===== src/rtl/hcfb_pkg.sv =====
// Shared types, constants and register codes for the humidity colour fade and blink unit.
package hcfb_pkg;

  // Default fixed-point and counter sizes
  localparam int unsigned FRAC_BITS_DEF   = 8;
  localparam int unsigned PHASE_WIDTH_DEF = 16;

  // Register file geometry
  localparam int unsigned CFG_IDX_W  = 3;
  localparam int unsigned CFG_DATA_W = 16;
  localparam int unsigned PERIOD_W   = 16;
  localparam int unsigned LEVEL_W    = 10;

  // Humidity range in tenths of a percent
  localparam int unsigned SAMPLE_W = 12;
  localparam logic [LEVEL_W-1:0] HUM_MID   = 10'd500;
  localparam logic [LEVEL_W-1:0] HUM_MAX   = 10'd1000;

  // Reset values of the registers
  localparam logic [PERIOD_W-1:0] UPDATE_PERIOD_RST = 16'd50;
  localparam logic [PERIOD_W-1:0] FAST_HALF_RST     = 16'd10;
  localparam logic [PERIOD_W-1:0] SLOW_HALF_RST     = 16'd25;
  localparam logic [LEVEL_W-1:0]  CRIT_COLD_RST     = 10'd300;
  localparam logic [LEVEL_W-1:0]  COOL_RST          = 10'd400;
  localparam logic [LEVEL_W-1:0]  NORMAL_RST        = 10'd600;
  localparam logic [LEVEL_W-1:0]  HOT_RST           = 10'd800;

  // Register indexes
  typedef enum logic [CFG_IDX_W-1:0] {
    REG_UPDATE_PERIOD = 3'd0,
    REG_FAST_HALF     = 3'd1,
    REG_SLOW_HALF     = 3'd2,
    REG_CRIT_COLD     = 3'd3,
    REG_COOL          = 3'd4,
    REG_NORMAL        = 3'd5,
    REG_HOT           = 3'd6
  } cfg_idx_e;

  // Register contents as seen by the datapath
  typedef struct packed {
    logic [PERIOD_W-1:0] update_period;
    logic [PERIOD_W-1:0] fast_half_period;
    logic [PERIOD_W-1:0] slow_half_period;
    logic [LEVEL_W-1:0]  critical_cold_level;
    logic [LEVEL_W-1:0]  cool_level;
    logic [LEVEL_W-1:0]  normal_level;
    logic [LEVEL_W-1:0]  hot_level;
  } cfg_t;

endpackage


===== src/rtl/hcfb_cfg_regs.sv =====
// Configuration register file with a plain write port.
module hcfb_cfg_regs (
  input  logic                             clk_i,
  input  logic                             rst_ni,
  input  logic                             cfg_we_i,
  input  logic [hcfb_pkg::CFG_IDX_W-1:0]   cfg_idx_i,
  input  logic [hcfb_pkg::CFG_DATA_W-1:0]  cfg_wdata_i,
  output hcfb_pkg::cfg_t                   cfg_o
);

  hcfb_pkg::cfg_t cfg_q, cfg_d;

  // Write decode; unknown indexes are dropped
  always_comb begin
    cfg_d = cfg_q;
    if (cfg_we_i) begin
      unique case (hcfb_pkg::cfg_idx_e'(cfg_idx_i))
        hcfb_pkg::REG_UPDATE_PERIOD: cfg_d.update_period    = cfg_wdata_i;
        hcfb_pkg::REG_FAST_HALF:     cfg_d.fast_half_period = cfg_wdata_i;
        hcfb_pkg::REG_SLOW_HALF:     cfg_d.slow_half_period = cfg_wdata_i;
        hcfb_pkg::REG_CRIT_COLD:
          cfg_d.critical_cold_level = cfg_wdata_i[hcfb_pkg::LEVEL_W-1:0];
        hcfb_pkg::REG_COOL:   cfg_d.cool_level   = cfg_wdata_i[hcfb_pkg::LEVEL_W-1:0];
        hcfb_pkg::REG_NORMAL: cfg_d.normal_level = cfg_wdata_i[hcfb_pkg::LEVEL_W-1:0];
        hcfb_pkg::REG_HOT:    cfg_d.hot_level    = cfg_wdata_i[hcfb_pkg::LEVEL_W-1:0];
        default: cfg_d = cfg_q;
      endcase
    end
  end

  always_ff @(posedge clk_i or negedge rst_ni) begin
    if (!rst_ni) begin
      cfg_q.update_period       <= hcfb_pkg::UPDATE_PERIOD_RST;
      cfg_q.fast_half_period    <= hcfb_pkg::FAST_HALF_RST;
      cfg_q.slow_half_period    <= hcfb_pkg::SLOW_HALF_RST;
      cfg_q.critical_cold_level <= hcfb_pkg::CRIT_COLD_RST;
      cfg_q.cool_level          <= hcfb_pkg::COOL_RST;
      cfg_q.normal_level        <= hcfb_pkg::NORMAL_RST;
      cfg_q.hot_level           <= hcfb_pkg::HOT_RST;
    end else begin
      cfg_q <= cfg_d;
    end
  end

  assign cfg_o = cfg_q;

endmodule


===== src/rtl/hcfb_track.sv =====
// Input stage: held humidity, phase counters, blink band and target colour mapping.
module hcfb_track #(
  parameter int unsigned FRAC_BITS   = hcfb_pkg::FRAC_BITS_DEF,
  parameter int unsigned PHASE_WIDTH = hcfb_pkg::PHASE_WIDTH_DEF
) (
  input  logic                              clk_i,
  input  logic                              rst_ni,
  input  hcfb_pkg::cfg_t                    cfg_i,
  input  logic                              valid_i,
  output logic                              ready_o,
  input  logic signed [hcfb_pkg::SAMPLE_W-1:0] sample_i,
  input  logic                              sample_valid_i,
  output logic                              valid_o,
  input  logic                              ready_i,
  output logic [FRAC_BITS+7:0]              tgt_r_o,
  output logic [FRAC_BITS+7:0]              tgt_g_o,
  output logic [FRAC_BITS+7:0]              tgt_b_o,
  output logic                              on_o
);

  localparam int unsigned LW   = hcfb_pkg::LEVEL_W;
  localparam int unsigned PW   = hcfb_pkg::PERIOD_W;
  localparam int unsigned TW   = FRAC_BITS + 8;          // colour width
  localparam int unsigned KW   = 17;                     // level * distance
  localparam int unsigned XW   = FRAC_BITS + 15;         // dividend width
  localparam int unsigned SH   = XW + 7;                 // reciprocal shift
  localparam int unsigned PRW  = 2 * XW + 1;             // product width
  localparam int unsigned CW   = (PHASE_WIDTH > PW) ? PHASE_WIDTH : PW;
  localparam logic [63:0] RECIP64 = ((64'd1 << SH) + 64'd124) / 64'd125;
  localparam logic [XW:0] RECIP   = RECIP64[XW:0];
  localparam logic [XW-1:0] HALF_DIV = XW'(62);
  localparam logic [TW-1:0] G_BASE   = TW'(128) << FRAC_BITS;

  // Scaled division by 125 as a reciprocal multiply, rounded to nearest, exact over the dividend range
  function automatic logic [TW-1:0] div125(input logic [KW-1:0] k);
    logic [XW-1:0]  x;
    logic [PRW-1:0] prod;
    x    = (XW'(k) << (FRAC_BITS - 2)) + HALF_DIV;
    prod = PRW'(x) * PRW'(RECIP);
    return prod[SH +: TW];
  endfunction

  // One phase step: wrap flag above the next count
  function automatic logic [PHASE_WIDTH:0] advance(input logic [PHASE_WIDTH-1:0] ph,
                                                   input logic [PW-1:0] per);
    logic [PW-1:0]          p1;
    logic [PHASE_WIDTH-1:0] nx;
    logic                   hit;
    p1  = (per == '0) ? PW'(1) : per;
    nx  = ph + 1'b1;
    hit = (CW'(nx) >= CW'(p1));
    return {hit, hit ? '0 : nx};
  endfunction

  logic [LW-1:0]          held_q, held_d;
  logic [TW-1:0]          tr_q, tg_q, tb_q;
  logic [TW-1:0]          tr_d, tg_d, tb_d;
  logic [PHASE_WIDTH-1:0] upd_ph_q, fast_ph_q, slow_ph_q;
  logic [PHASE_WIDTH:0]   upd_adv, fast_adv, slow_adv;
  logic                   fast_tog_q, slow_tog_q;
  logic                   valid_q, on_q, on_d;
  logic [TW-1:0]          pr_q, pg_q, pb_q;
  logic                   accept, upd;
  logic [LW-1:0]          clamped, n_lo, dh, dg;
  logic [KW:0]            kx_hi, ky_lo, ky_hi;
  logic [KW-1:0]          kx, ky;
  logic [TW-1:0]          qx, qy;
  logic                   lo, fast_band, steady_band;

  assign ready_o = !valid_q || ready_i;
  assign accept  = valid_i && ready_o;
  assign upd     = (upd_ph_q == '0);

  // Clamp the sample into 0..1000
  always_comb begin
    if (sample_i[hcfb_pkg::SAMPLE_W-1]) begin
      clamped = '0;
    end else if (sample_i[hcfb_pkg::SAMPLE_W-2:0] > 11'(hcfb_pkg::HUM_MAX)) begin
      clamped = hcfb_pkg::HUM_MAX;
    end else begin
      clamped = sample_i[LW-1:0];
    end
  end

  assign held_d = (upd && sample_valid_i) ? clamped : held_q;

  // Piecewise linear map: grey to green, then green to red
  always_comb begin
    lo    = (held_d <= hcfb_pkg::HUM_MID);
    n_lo  = hcfb_pkg::HUM_MID - held_d;
    dh    = held_d - hcfb_pkg::HUM_MID;
    dg    = hcfb_pkg::HUM_MAX - held_d;
    kx_hi = {dh, 8'b0} - (KW+1)'(dh);
    ky_lo = {1'b0, held_d, 7'b0} - (KW+1)'(held_d);
    ky_hi = {dg, 8'b0} - (KW+1)'(dg);
    kx    = lo ? {n_lo, 7'b0} : kx_hi[KW-1:0];
    ky    = lo ? ky_lo[KW-1:0] : ky_hi[KW-1:0];
    qx    = div125(kx);
    qy    = div125(ky);
    if (upd) begin
      tr_d = qx;
      tg_d = lo ? (G_BASE + qy) : qy;
      tb_d = lo ? qx : '0;
    end else begin
      tr_d = tr_q;
      tg_d = tg_q;
      tb_d = tb_q;
    end
  end

  // Blink band from the held humidity and the toggles as they stand
  always_comb begin
    fast_band   = (held_d < cfg_i.critical_cold_level) || (held_d >= cfg_i.hot_level);
    steady_band = (held_d >= cfg_i.cool_level) && (held_d < cfg_i.normal_level);
    if (fast_band) begin
      on_d = !fast_tog_q;
    end else if (steady_band) begin
      on_d = 1'b1;
    end else begin
      on_d = !slow_tog_q;
    end
  end

  assign upd_adv  = advance(upd_ph_q, cfg_i.update_period);
  assign fast_adv = advance(fast_ph_q, cfg_i.fast_half_period);
  assign slow_adv = advance(slow_ph_q, cfg_i.slow_half_period);

  // Tick state
  always_ff @(posedge clk_i or negedge rst_ni) begin
    if (!rst_ni) begin
      held_q     <= hcfb_pkg::HUM_MID;
      tr_q       <= '0;
      tg_q       <= '0;
      tb_q       <= '0;
      upd_ph_q   <= '0;
      fast_ph_q  <= '0;
      slow_ph_q  <= '0;
      fast_tog_q <= 1'b0;
      slow_tog_q <= 1'b0;
    end else if (accept) begin
      held_q     <= held_d;
      tr_q       <= tr_d;
      tg_q       <= tg_d;
      tb_q       <= tb_d;
      upd_ph_q   <= upd_adv[PHASE_WIDTH-1:0];
      fast_ph_q  <= fast_adv[PHASE_WIDTH-1:0];
      slow_ph_q  <= slow_adv[PHASE_WIDTH-1:0];
      fast_tog_q <= fast_tog_q ^ fast_adv[PHASE_WIDTH];
      slow_tog_q <= slow_tog_q ^ slow_adv[PHASE_WIDTH];
    end
  end

  // Stage register towards the fade
  always_ff @(posedge clk_i or negedge rst_ni) begin
    if (!rst_ni) begin
      valid_q <= 1'b0;
    end else if (ready_o) begin
      valid_q <= valid_i;
    end
  end

  always_ff @(posedge clk_i) begin
    if (accept) begin
      pr_q <= tr_d;
      pg_q <= tg_d;
      pb_q <= tb_d;
      on_q <= on_d;
    end
  end

  assign valid_o = valid_q;
  assign tgt_r_o = pr_q;
  assign tgt_g_o = pg_q;
  assign tgt_b_o = pb_q;
  assign on_o    = on_q;

endmodule


===== src/rtl/hcfb_fade.sv =====
// Output stage: colour fade toward the target and the result register.
module hcfb_fade #(
  parameter int unsigned FRAC_BITS = hcfb_pkg::FRAC_BITS_DEF
) (
  input  logic                  clk_i,
  input  logic                  rst_ni,
  input  logic                  valid_i,
  output logic                  ready_o,
  input  logic [FRAC_BITS+7:0]  tgt_r_i,
  input  logic [FRAC_BITS+7:0]  tgt_g_i,
  input  logic [FRAC_BITS+7:0]  tgt_b_i,
  input  logic                  on_i,
  output logic                  valid_o,
  input  logic                  ready_i,
  output logic [23:0]           colour_o,
  output logic                  on_o
);

  localparam int unsigned TW = FRAC_BITS + 8;
  localparam int unsigned MW = FRAC_BITS + 12;
  localparam logic [MW-1:0] STEP_RND = MW'(128);

  logic [TW-1:0] tgt   [3];
  logic [TW-1:0] cur_q [3];
  logic [TW-1:0] cur_d [3];
  logic [TW-1:0] diff  [3];
  logic [MW-1:0] scaled[3];
  logic [TW-1:0] step  [3];
  logic [23:0]   colour_d, colour_q;
  logic          valid_q, on_q, accept;

  assign ready_o = !valid_q || ready_i;
  assign accept  = valid_i && ready_o;

  assign tgt[0] = tgt_r_i;
  assign tgt[1] = tgt_g_i;
  assign tgt[2] = tgt_b_i;

  // Move each channel by 13/256 of the gap, rounded half away from zero
  always_comb begin
    for (int i = 0; i < 3; i++) begin
      diff[i]   = (tgt[i] >= cur_q[i]) ? (tgt[i] - cur_q[i]) : (cur_q[i] - tgt[i]);
      scaled[i] = (MW'(diff[i]) << 3) + (MW'(diff[i]) << 2) + MW'(diff[i]) + STEP_RND;
      step[i]   = TW'(scaled[i] >> 8);
      cur_d[i]  = (tgt[i] >= cur_q[i]) ? (cur_q[i] + step[i]) : (cur_q[i] - step[i]);
      colour_d[8*i +: 8] = on_i ? cur_d[i][FRAC_BITS +: 8] : 8'd0;
    end
  end

  always_ff @(posedge clk_i or negedge rst_ni) begin
    if (!rst_ni) begin
      for (int i = 0; i < 3; i++) begin
        cur_q[i] <= '0;
      end
      valid_q <= 1'b0;
    end else begin
      if (accept) begin
        for (int i = 0; i < 3; i++) begin
          cur_q[i] <= cur_d[i];
        end
      end
      if (ready_o) begin
        valid_q <= valid_i;
      end
    end
  end

  // Result register
  always_ff @(posedge clk_i) begin
    if (accept) begin
      colour_q <= colour_d;
      on_q     <= on_i;
    end
  end

  assign valid_o  = valid_q;
  assign colour_o = colour_q;
  assign on_o     = on_q;

endmodule


===== src/rtl/humidity_color_fade_blink_unit.sv =====
// Top level of the humidity colour fade and blink unit.
//
// Each item on the slave stream is one frame tick. tdata carries the signed
// humidity sample in tenths of a percent, tuser says whether it is present.
// Every accepted tick gives exactly one item on the master stream: red,
// green and blue in tdata, and in tuser whether the lamp shows the colour.
// Registers are to be written through the plain write port only while no
// tick is in flight; the block itself does not enforce this. They take
// effect from the next accepted tick. Between acceptance and the master
// side, the first register holds the sample decision, blink band and mapped
// target colour (one reciprocal multiply per channel group), the second the
// faded colour. Throughput is one tick per cycle when nothing stalls.
// When the receiver stalls the result holds; the input stage keeps taking
// ticks until both registers are full, then tready falls.
// Reset sets the registers to their defaults, the held humidity to fifty
// percent, the colours to black and all phase counters to zero, so the
// first tick after reset is an update tick.
module humidity_color_fade_blink_unit #(
  parameter int unsigned FRAC_BITS   = hcfb_pkg::FRAC_BITS_DEF,
  parameter int unsigned PHASE_WIDTH = hcfb_pkg::PHASE_WIDTH_DEF
) (
  input  logic                             clk_i,
  input  logic                             rst_ni,
  // configuration write port
  input  logic                             cfg_we_i,
  input  logic [hcfb_pkg::CFG_IDX_W-1:0]   cfg_idx_i,
  input  logic [hcfb_pkg::CFG_DATA_W-1:0]  cfg_wdata_i,
  // tick stream in
  input  logic                             s_axis_tvalid_i,
  output logic                             s_axis_tready_o,
  input  logic [15:0]                      s_axis_tdata_i,  // [11:0] humidity_sample
  input  logic [0:0]                       s_axis_tuser_i,  // [0] sample_valid
  // colour stream out
  output logic                             m_axis_tvalid_o,
  input  logic                             m_axis_tready_i,
  output logic [23:0]                      m_axis_tdata_o,  // [7:0] red, [15:8] green,
                                                            // [23:16] blue
  output logic [0:0]                       m_axis_tuser_o   // [0] lamp_on
);

  localparam int unsigned TW = FRAC_BITS + 8;

  hcfb_pkg::cfg_t cfg;
  logic           mid_valid, mid_ready, mid_on;
  logic [TW-1:0]  mid_r, mid_g, mid_b;

  hcfb_cfg_regs u_cfg (
    .clk_i       (clk_i),
    .rst_ni      (rst_ni),
    .cfg_we_i    (cfg_we_i),
    .cfg_idx_i   (cfg_idx_i),
    .cfg_wdata_i (cfg_wdata_i),
    .cfg_o       (cfg)
  );

  hcfb_track #(
    .FRAC_BITS   (FRAC_BITS),
    .PHASE_WIDTH (PHASE_WIDTH)
  ) u_track (
    .clk_i          (clk_i),
    .rst_ni         (rst_ni),
    .cfg_i          (cfg),
    .valid_i        (s_axis_tvalid_i),
    .ready_o        (s_axis_tready_o),
    .sample_i       (s_axis_tdata_i[hcfb_pkg::SAMPLE_W-1:0]),
    .sample_valid_i (s_axis_tuser_i[0]),
    .valid_o        (mid_valid),
    .ready_i        (mid_ready),
    .tgt_r_o        (mid_r),
    .tgt_g_o        (mid_g),
    .tgt_b_o        (mid_b),
    .on_o           (mid_on)
  );

  hcfb_fade #(
    .FRAC_BITS (FRAC_BITS)
  ) u_fade (
    .clk_i    (clk_i),
    .rst_ni   (rst_ni),
    .valid_i  (mid_valid),
    .ready_o  (mid_ready),
    .tgt_r_i  (mid_r),
    .tgt_g_i  (mid_g),
    .tgt_b_i  (mid_b),
    .on_i     (mid_on),
    .valid_o  (m_axis_tvalid_o),
    .ready_i  (m_axis_tready_i),
    .colour_o (m_axis_tdata_o),
    .on_o     (m_axis_tuser_o[0])
  );

endmodule


===== config.mk =====
export PLATFORM = sky130hd
export DESIGN_NAME = humidity_color_fade_blink_unit
export DESIGN_NICKNAME = d
export VERILOG_FILES = /design/src/rtl/hcfb_pkg.sv /design/src/rtl/hcfb_cfg_regs.sv /design/src/rtl/hcfb_track.sv /design/src/rtl/hcfb_fade.sv /design/src/rtl/humidity_color_fade_blink_unit.sv
export SDC_FILE = /design/constraint.sdc
export NUM_CORES = 2
export LEC_CHECK = 0
export BUFFER_PORTS_ARGS = -buffer_cell sky130_fd_sc_hd__buf_4
export CAP_MARGIN = 5
export CELL_PAD_IN_SITES_DETAIL_PLACEMENT = 0
export CELL_PAD_IN_SITES_GLOBAL_PLACEMENT = 1
export CORE_MARGIN = 2
export CORE_UTILIZATION = 50
export DETAILED_ROUTE_END_ITERATION = 8
export GPL_TIMING_DRIVEN = 1
export PLACE_DENSITY = 0.87
export SLEW_MARGIN = 5
export SYNTH_ARGS = -nofsm -noshare
export SYNTH_HDL_FRONTEND = slang
export SYNTH_SLANG_ARGS = --single-unit

===== constraint.sdc =====
create_clock -name clk_i -period 14.9 [get_ports clk_i]
set_input_delay 4.47 -clock clk_i [delete_from_list [all_inputs] [get_ports clk_i]]
set_output_delay 4.47 -clock clk_i [all_outputs]
set_load 0.01 [all_outputs]

### After elaboration in Yosys (flattened, before gate mapping)

Cells that the tools add are included.

| word-level totals | value |
|---|---|
| word-level logic and storage cells | 129 |
| output and inout port bits | 27 |
| register bits after elaboration | 320 |
| bits of input ports | 41 |

| cells by class | value |
|---|---|
| add/sub/neg operators | 33 |
| equal/unequal tests | 6 |
| multiply operators | 2 |
| multiplexer cells | 24 |
| $lt $le $gt $ge | 12 |
| reduce and logical (&&, ||, !) cells | 23 |
| bitwise gates (word level) | 2 |

Operators with widths:

| kind | count |
|---|---|
| 16-bit 2-to-1 mux | 17 |
| 16-bit greater-or-equal comparator | 6 |
| 16-bit subtractor | 6 |
| 23-bit by 24-bit multiplier with 46-bit output, second input constant | 2 |
| 16-bit zero test | 4 |
| 19-bit by 18-bit adder with 20-bit output | 3 |
| 20-bit by 16-bit adder with 20-bit output | 3 |
| 20-bit by 8-bit adder with 20-bit output, second input constant | 3 |
| 17-bit by 10-bit subtractor with 17-bit output | 3 |
| 16-bit by 1-bit adder with 16-bit output, second input constant | 3 |
| 16-bit by 12-bit adder with 16-bit output | 3 |
| 16-bit by 12-bit subtractor with 16-bit output | 3 |
| 23-bit by 6-bit adder with 23-bit output, second input constant | 2 |
| 17-bit 2-to-1 mux | 2 |
| 10-bit 2-to-1 mux | 3 |
| 10-bit greater-or-equal comparator | 2 |
| 10-bit < comparator | 2 |
| 16-bit adder, first input constant | 1 |
| 2-bit AND reduction | 7 |
| 11-bit by 10-bit > comparator with 1-bit output, second input constant | 1 |
| 10-bit by 9-bit less-or-equal comparator with 1-bit output, second input constant | 1 |
| 10-bit subtractor, first input constant | 1 |
| 10-bit by 9-bit subtractor with 10-bit output, second input constant | 1 |
| 9-bit by 10-bit subtractor with 10-bit output, first input constant | 1 |
| 9 further kinds | 22 |

### Logic depth before layout (Yosys ltp)

| logic depth | value |
|---|---|
| word-level depth | 12 |
| depth in mapped cells | 49 |
| mapped depth without buffers | 46 |

### Cells and area by module

Synthesis repeated with hierarchy kept, for this count alone.

| second synthesis, totals | value |
|---|---|
| cells, all modules | 4604 |
| area total of the unflattened synthesis | 42161.7 um2 |

By module, submodules not included:

| module | times used | cells an instance | sequential area each (um2) | area an instance (um2) |
|---|---|---|---|---|
| hcfb_track | 1 | 2703 | 4206.5 | 24773.8 |
| hcfb_fade | 1 | 1709 | 1976.9 | 13887.1 |
| hcfb_cfg_regs | 1 | 192 | 2229.6 | 3500.9 |

### Worst setup path after synthesis

No wires, ideal clock.

| path | value |
|---|---|
| path kind | input to register |
| from | input s_axis_tdata_i[10] |
| to | register u_track.pb_q[14] (netlist: u_track.tgt_b_o[14]) (data pin) |
| arrival time | 14.495 ns |
| path buffers | 4 |
| path slack | 0.139 ns |
| stages on the path | 43 |
| data required time | 14.634 ns |
| setup time | 0.266 ns |
| cell sequence | clkbuf_1 a311oi_1 nor4_1 or2_0 clkbuf_1 inv_2 clkbuf_1 ha_1 clkbuf_1 or2_2 nor3_1 xnor2_1 ha_1 nand4_1 nor3_1 a211oi_1 nand4b_1 xnor2_1 (+7 left out) inv_1 fa_1 inv_1 fa_1 inv_1 ha_1 a21o_1 a21oi_1 o21ai_0 a221oi_1 o21ai_0 a311o_1 a21oi_1 nor4_1 o31ai_1 a21oi_1 xnor2_1 o21ai_0 |

| on the way | value |
|---|---|
| longest elaborated chain between the ends | 11 |
| elaborated cells between the ends (all ways) | 13 |
| those cells by class | add/sub: 4; mul: 1; order compare: 2; mux: 6 |

Ends and longest elaborated chain:

| what | RTL line | text |
|---|---|---|
| start: declaration | humidity_color_fade_blink_unit.sv:31 | `input logic [15:0] s_axis_tdata_i,` |
| 11-bit by 10-bit > comparator with 1-bit output * | hcfb_track.sv:78 | `end else if (sample_i[hcfb_pkg::SAMPLE_W-2:0] > 11'(hcfb_pkg::HUM_MAX)) begin` |
| 10-bit 2-to-1 mux * | hcfb_track.sv:78 |  |
| 10-bit 2-to-1 mux * | hcfb_track.sv:76 | `if (sample_i[hcfb_pkg::SAMPLE_W-1]) begin` |
| 10-bit 2-to-1 mux * | hcfb_track.sv:85 | `assign held_d = (upd && sample_valid_i) ? clamped : held_q;` |
| net u_track.held_d[3] | hcfb_track.sv:55 | `logic [LW-1:0] held_q, held_d;` |
| 10-bit by 9-bit subtractor with 10-bit output | hcfb_track.sv:91 | `dh = held_d - hcfb_pkg::HUM_MID;` |
| 17-bit by 10-bit subtractor with 17-bit output | hcfb_track.sv:93 | `kx_hi = {dh, 8'b0} - (KW+1)'(dh);` |
| 17-bit 2-to-1 mux | hcfb_track.sv:96 | `kx = lo ? {n_lo, 7'b0} : kx_hi[KW-1:0];` |
| 23-bit by 6-bit adder with 23-bit output | hcfb_track.sv:38 | `x = (XW'(k) << (FRAC_BITS - 2)) + HALF_DIV;` |
| 23-bit by 24-bit multiplier with 46-bit output | hcfb_track.sv:39 | `prod = PRW'(x) * PRW'(RECIP);` |
| 16-bit 2-to-1 mux * | hcfb_track.sv:103 | `tb_d = lo ? qx : '0;` |
| 16-bit 2-to-1 mux * | hcfb_track.sv:100 | `if (upd) begin` |
| net u_track.tb_d[14] | hcfb_track.sv:57 | `logic [TW-1:0] tr_d, tg_d, tb_d;` |
| end signal: assignment | hcfb_track.sv:166 | `pb_q <= tb_d;` |
| end: declaration | hcfb_track.sv:62 | `logic [TW-1:0] pr_q, pg_q, pb_q;` |

Mark *: on every way through the listed nets, which the timed path passes. The rest lies on a longest branch.
A chain may end at the register's enable or synchronous reset.

### Worst setup path in the final report

| path | value |
|---|---|
| from | input s_axis_tdata_i[1] |
| to | register u_track.pb_q[15] (netlist: u_track.tgt_b_o[15]) (data pin) |

| on the way | value |
|---|---|
| longest elaborated chain between the ends | 11 |
| elaborated cells between the ends (all ways) | 13 |
| those cells by class | add/sub: 4; mul: 1; order compare: 2; mux: 6 |

Ends and longest elaborated chain:

| what | RTL line |
|---|---|
| 11-bit by 10-bit > comparator with 1-bit output | hcfb_track.sv:78 |
| 10-bit 2-to-1 mux * | hcfb_track.sv:78 |
| 10-bit 2-to-1 mux * | hcfb_track.sv:76 |
| 10-bit 2-to-1 mux * | hcfb_track.sv:85 |
| 10-bit by 9-bit subtractor with 10-bit output | hcfb_track.sv:91 |
| 17-bit by 10-bit subtractor with 17-bit output | hcfb_track.sv:93 |
| 17-bit 2-to-1 mux | hcfb_track.sv:96 |
| 23-bit by 6-bit adder with 23-bit output | hcfb_track.sv:38 |
| 23-bit by 24-bit multiplier with 46-bit output | hcfb_track.sv:39 |
| 16-bit 2-to-1 mux * | hcfb_track.sv:103 |
| 16-bit 2-to-1 mux * | hcfb_track.sv:100 |
| net u_track.tb_d[15] | hcfb_track.sv:57 |

Marks and branches as above.

==> summary.txt <==
Timing
  – Max Slew Vio Count: 0
  – Max-Slew Margin vs Limit: 32.9%
  – Post-route setup TNS: 0 ns
  – Final Setup Violations: 0
  – Min cycle time layout: 14.26 ns
  – F_max: 0.0701 GHz
  – Worst slew pin tran: 1.00 ns
  – Worst hold slack: 0.475 ns
  – Tcrit/Tclk final: 95.7%
  – Worst Skew: 0.0195 ns
  – Final Hold Vio Count: 0

GRT
  – Initial antenna violation count: 0
  – Pin count of the biggest net entering global routing: 93
  – Total gr overflow: 0
  – First-pass GRT wire length: 163000 microns
  – Gr usage total: 23.6%
  – Number of global-route vias before repair: 31900

Critical path
  – CP Buf/Inv Count: 7
  – Crit path DAT: 14.55 ns
  – CP most frequent cell: fa_1
  – Setup CP Type: in2reg
  – Required @ worst endpoint: 15.19 ns
  – CP top delay family: adder cells
  – Cell count of the worst reg-to-reg path: 44
  – Crit end category: flop
  – CP Depth: 42
  – Crit Path Max Fanout: 5
  – Critical path launch point type: input port
  – Slowest stage cell, crit path: fa_1
  – Largest stage delay on the critical path: 0.56 ns

Logic synthesis
  – Seq/Total Area, Yosys: 20.6%
  – Mapped Avg Cell Area: 9.03 sq um
  – FFs w/ async S/R, synth: 76.9%
  – Post-synth cell types: 95
  – Seq cells post-synth: 320
  – Mapped cell area: 40900 sq um
  – EDFF count, synth: 74
  – Ys Warns: 0
  – Main flop type after synthesis: dfrtp_1
  – Synth Net Count: 5596
  – Cells after synthesis: 4533

Detailed routing
  – Number of DRC markers in iteration 0: 1638
  – Final wirelength: 98300 microns
  – DRC errors left: 0
  – Wire per inst: 17.1 microns
  – DRT Pass-1 Iters: 8
  – Routed Antenna Nets: 0
  – DR vias/cell: 5.44
  – Vias: 31200

Finish
  – Area Overhead vs Synth: 9.15%
  – Final nets: 5709
  – Final Util: 55.3%
  – Most frequent cells in the layout: ha_1 (731), inv_1 (728), nand2_1 (462)
  – Diode count: 0
  – Layout cells sized above 1: 8.74%
  – Leading cell type in the layout, fill and taps excluded: ha_1
  – Number of flip-flops in the largest register: 88

Status
  – Outcome: finished clean

Clocking
  – Post-CTS Resized: 0
  – CTS clk-pin slew, worst paths: 0.06 ns
  – Maximum clock path buffer count: 3
  – Number of H-tree levels: 2
  – CTS Sinks: 320
  – CTS tree: built
  – # hold bufs at CTS: 0
  – CTS Root Cell: clkbuf_16
  – Setup Buffers After CTS: 0
  – Worst skew pair latency: 0.56 ns
  – Cts bufs inserted: 40

Die
  – Row cnt: 104
  – Io pins: 68
  – Die H: 290 microns
  – Initial Utilization: 50.7%
  – Die ar.: 84200 sq um
  – Core area: 80800 sq um
  – Chip width: 290 microns

Placed design
  – Port Buffers: 63
  – Dpl hpwl: 79600 microns
  – Gpl congestion: 0.907

Worst hold path
  – Class of the most critical hold timing path: reg2reg
  – Hold Path Stages: 2

Job
  – Max Cap Viol: 0
[cells in the mapped netlist (all sizes together), types with 7 or more instances]
| master | count | share of area [%] |
|---|---|---|
| nand2 | 463 | 4.2 |
| clkbuf | 109 | 1.0 |
| a211oi | 24 | 0.45 |
| nand4 | 32 | 0.49 |
| a211o | 9 | 0.19 |
| xor2 | 119 | 2.5 |
| nor3b | 13 | 0.25 |
| a31oi | 34 | 0.56 |
| nor4 | 19 | 0.29 |
| nor2 | 164 | 1.5 |
| a21boi | 8 | 0.15 |
| ha | 731 | 22 |
| and2 | 48 | 0.73 |
| xnor2 | 160 | 3.4 |
| o21a | 31 | 0.57 |
| o22ai | 8 | 0.12 |
| or2 | 22 | 0.34 |
| and4 | 7 | 0.15 |
| mux2i | 28 | 0.68 |
| dfrtp | 218 | 13 |
| dfstp | 28 | 1.8 |
| nor2b | 32 | 0.49 |
| o31ai | 22 | 0.42 |
| a21oi | 194 | 2.4 |
| mux2 | 70 | 1.9 |
| a221oi | 14 | 0.31 |
| nand3 | 73 | 0.89 |
| o21ai | 269 | 3.3 |
| fa | 291 | 14 |
| a311oi | 8 | 0.17 |
| o211ai | 16 | 0.29 |
| edfxtp | 74 | 5.4 |
| or3 | 12 | 0.18 |
| a2111oi | 7 | 0.21 |
| nor3 | 54 | 0.66 |
| buf | 9 | 0.11 |
| a22o | 21 | 0.45 |
| a21o | 148 | 2.7 |
| o21bai | 29 | 0.53 |
| and3 | 46 | 0.70 |
| nand2b | 39 | 0.60 |
| inv | 731 | 6.7 |
[path summary, 6_finish.rpt]
path,slack (ns),start,endpoint
max in group asynchronous,8.95,rst_ni,u_fade.cur_q[33]
min in group asynchronous,3.90,rst_ni,u_track.fast_ph_q[14]
hold reg to reg,0.47,u_track.tr_q[10],u_track.tr_q[10]
setup / recovery,0.64,s_axis_tdata_i[1],u_track.tgt_b_o[15]
hold / removal,0.47,u_track.tr_q[10],u_track.tr_q[10]
setup reg to reg,3.30,u_track.upd_ph_q[0],u_track.tgt_b_o[15]
[stage by stage]
step / setup slack, ns / std cells / cell area, sq um
3_5_place_dp: -0.230 / 5664 / 43300
5_1_grt: -0.0191 / 5738 / 44700
6_report: 0.635 / 5738 / 44700
2_1_floorplan: 0.139 / 4533 / 40900
4_1_cts: 0.288 / 5738 / 44700
3_3_place_gp: -0.0916 / 5664 / 43300
[logic make-up after synthesis]
kind of cell | after synthesis | share of synthesized area [%]
xor gates and xnor gates | 279 | 5.97
other | 2 | 0.0183
adders and majority gates | 1022 | 36.6
buffers and inverters | 853 | 7.85
AOI/OAI and AO/OA | 910 | 14.4
muxes | 98 | 2.61
DFF | 320 | 20.6
and+or+nand+nor | 1049 | 12.0
[routing by layer]
layer | vias up | global-route usage, % | wire length, microns
li1 | 15600 | - | -
met3 | 146 | 1.88 | 2770
met5 | - | 0 | 0
met1 | 15000 | 30.6 | 44100
met4 | 0 | 6.68 | 2700
met2 | 480 | 42.2 | 48600
[worst register-to-register path: cells and delay by family (launching register included)]
kind	cells	cell delay, ns
compound gates	11	2.24
xor+xnor	3	0.62
fa+ha+maj	11	4.62
buf+inv	8	0.70
flops	1	0.43
simple gates	11	2.70
[cell type report]
cell class / count / area [sq um]
Clock buffer: 52 / 1130
Clock inverter: 22 / 246
Fill cell: 7292 / 36100
Inverter: 735 / 2760
Multi-Input combinational cell: 3360 / 29400
Sequential cell: 320 / 8410
Tap cell: 1060 / 1330
Timing Repair Buffer: 189 / 1430
Power is left out: the tool's default activity adds up to more than one toggle a clock period on the data nets, which glitch-free logic cannot reach.
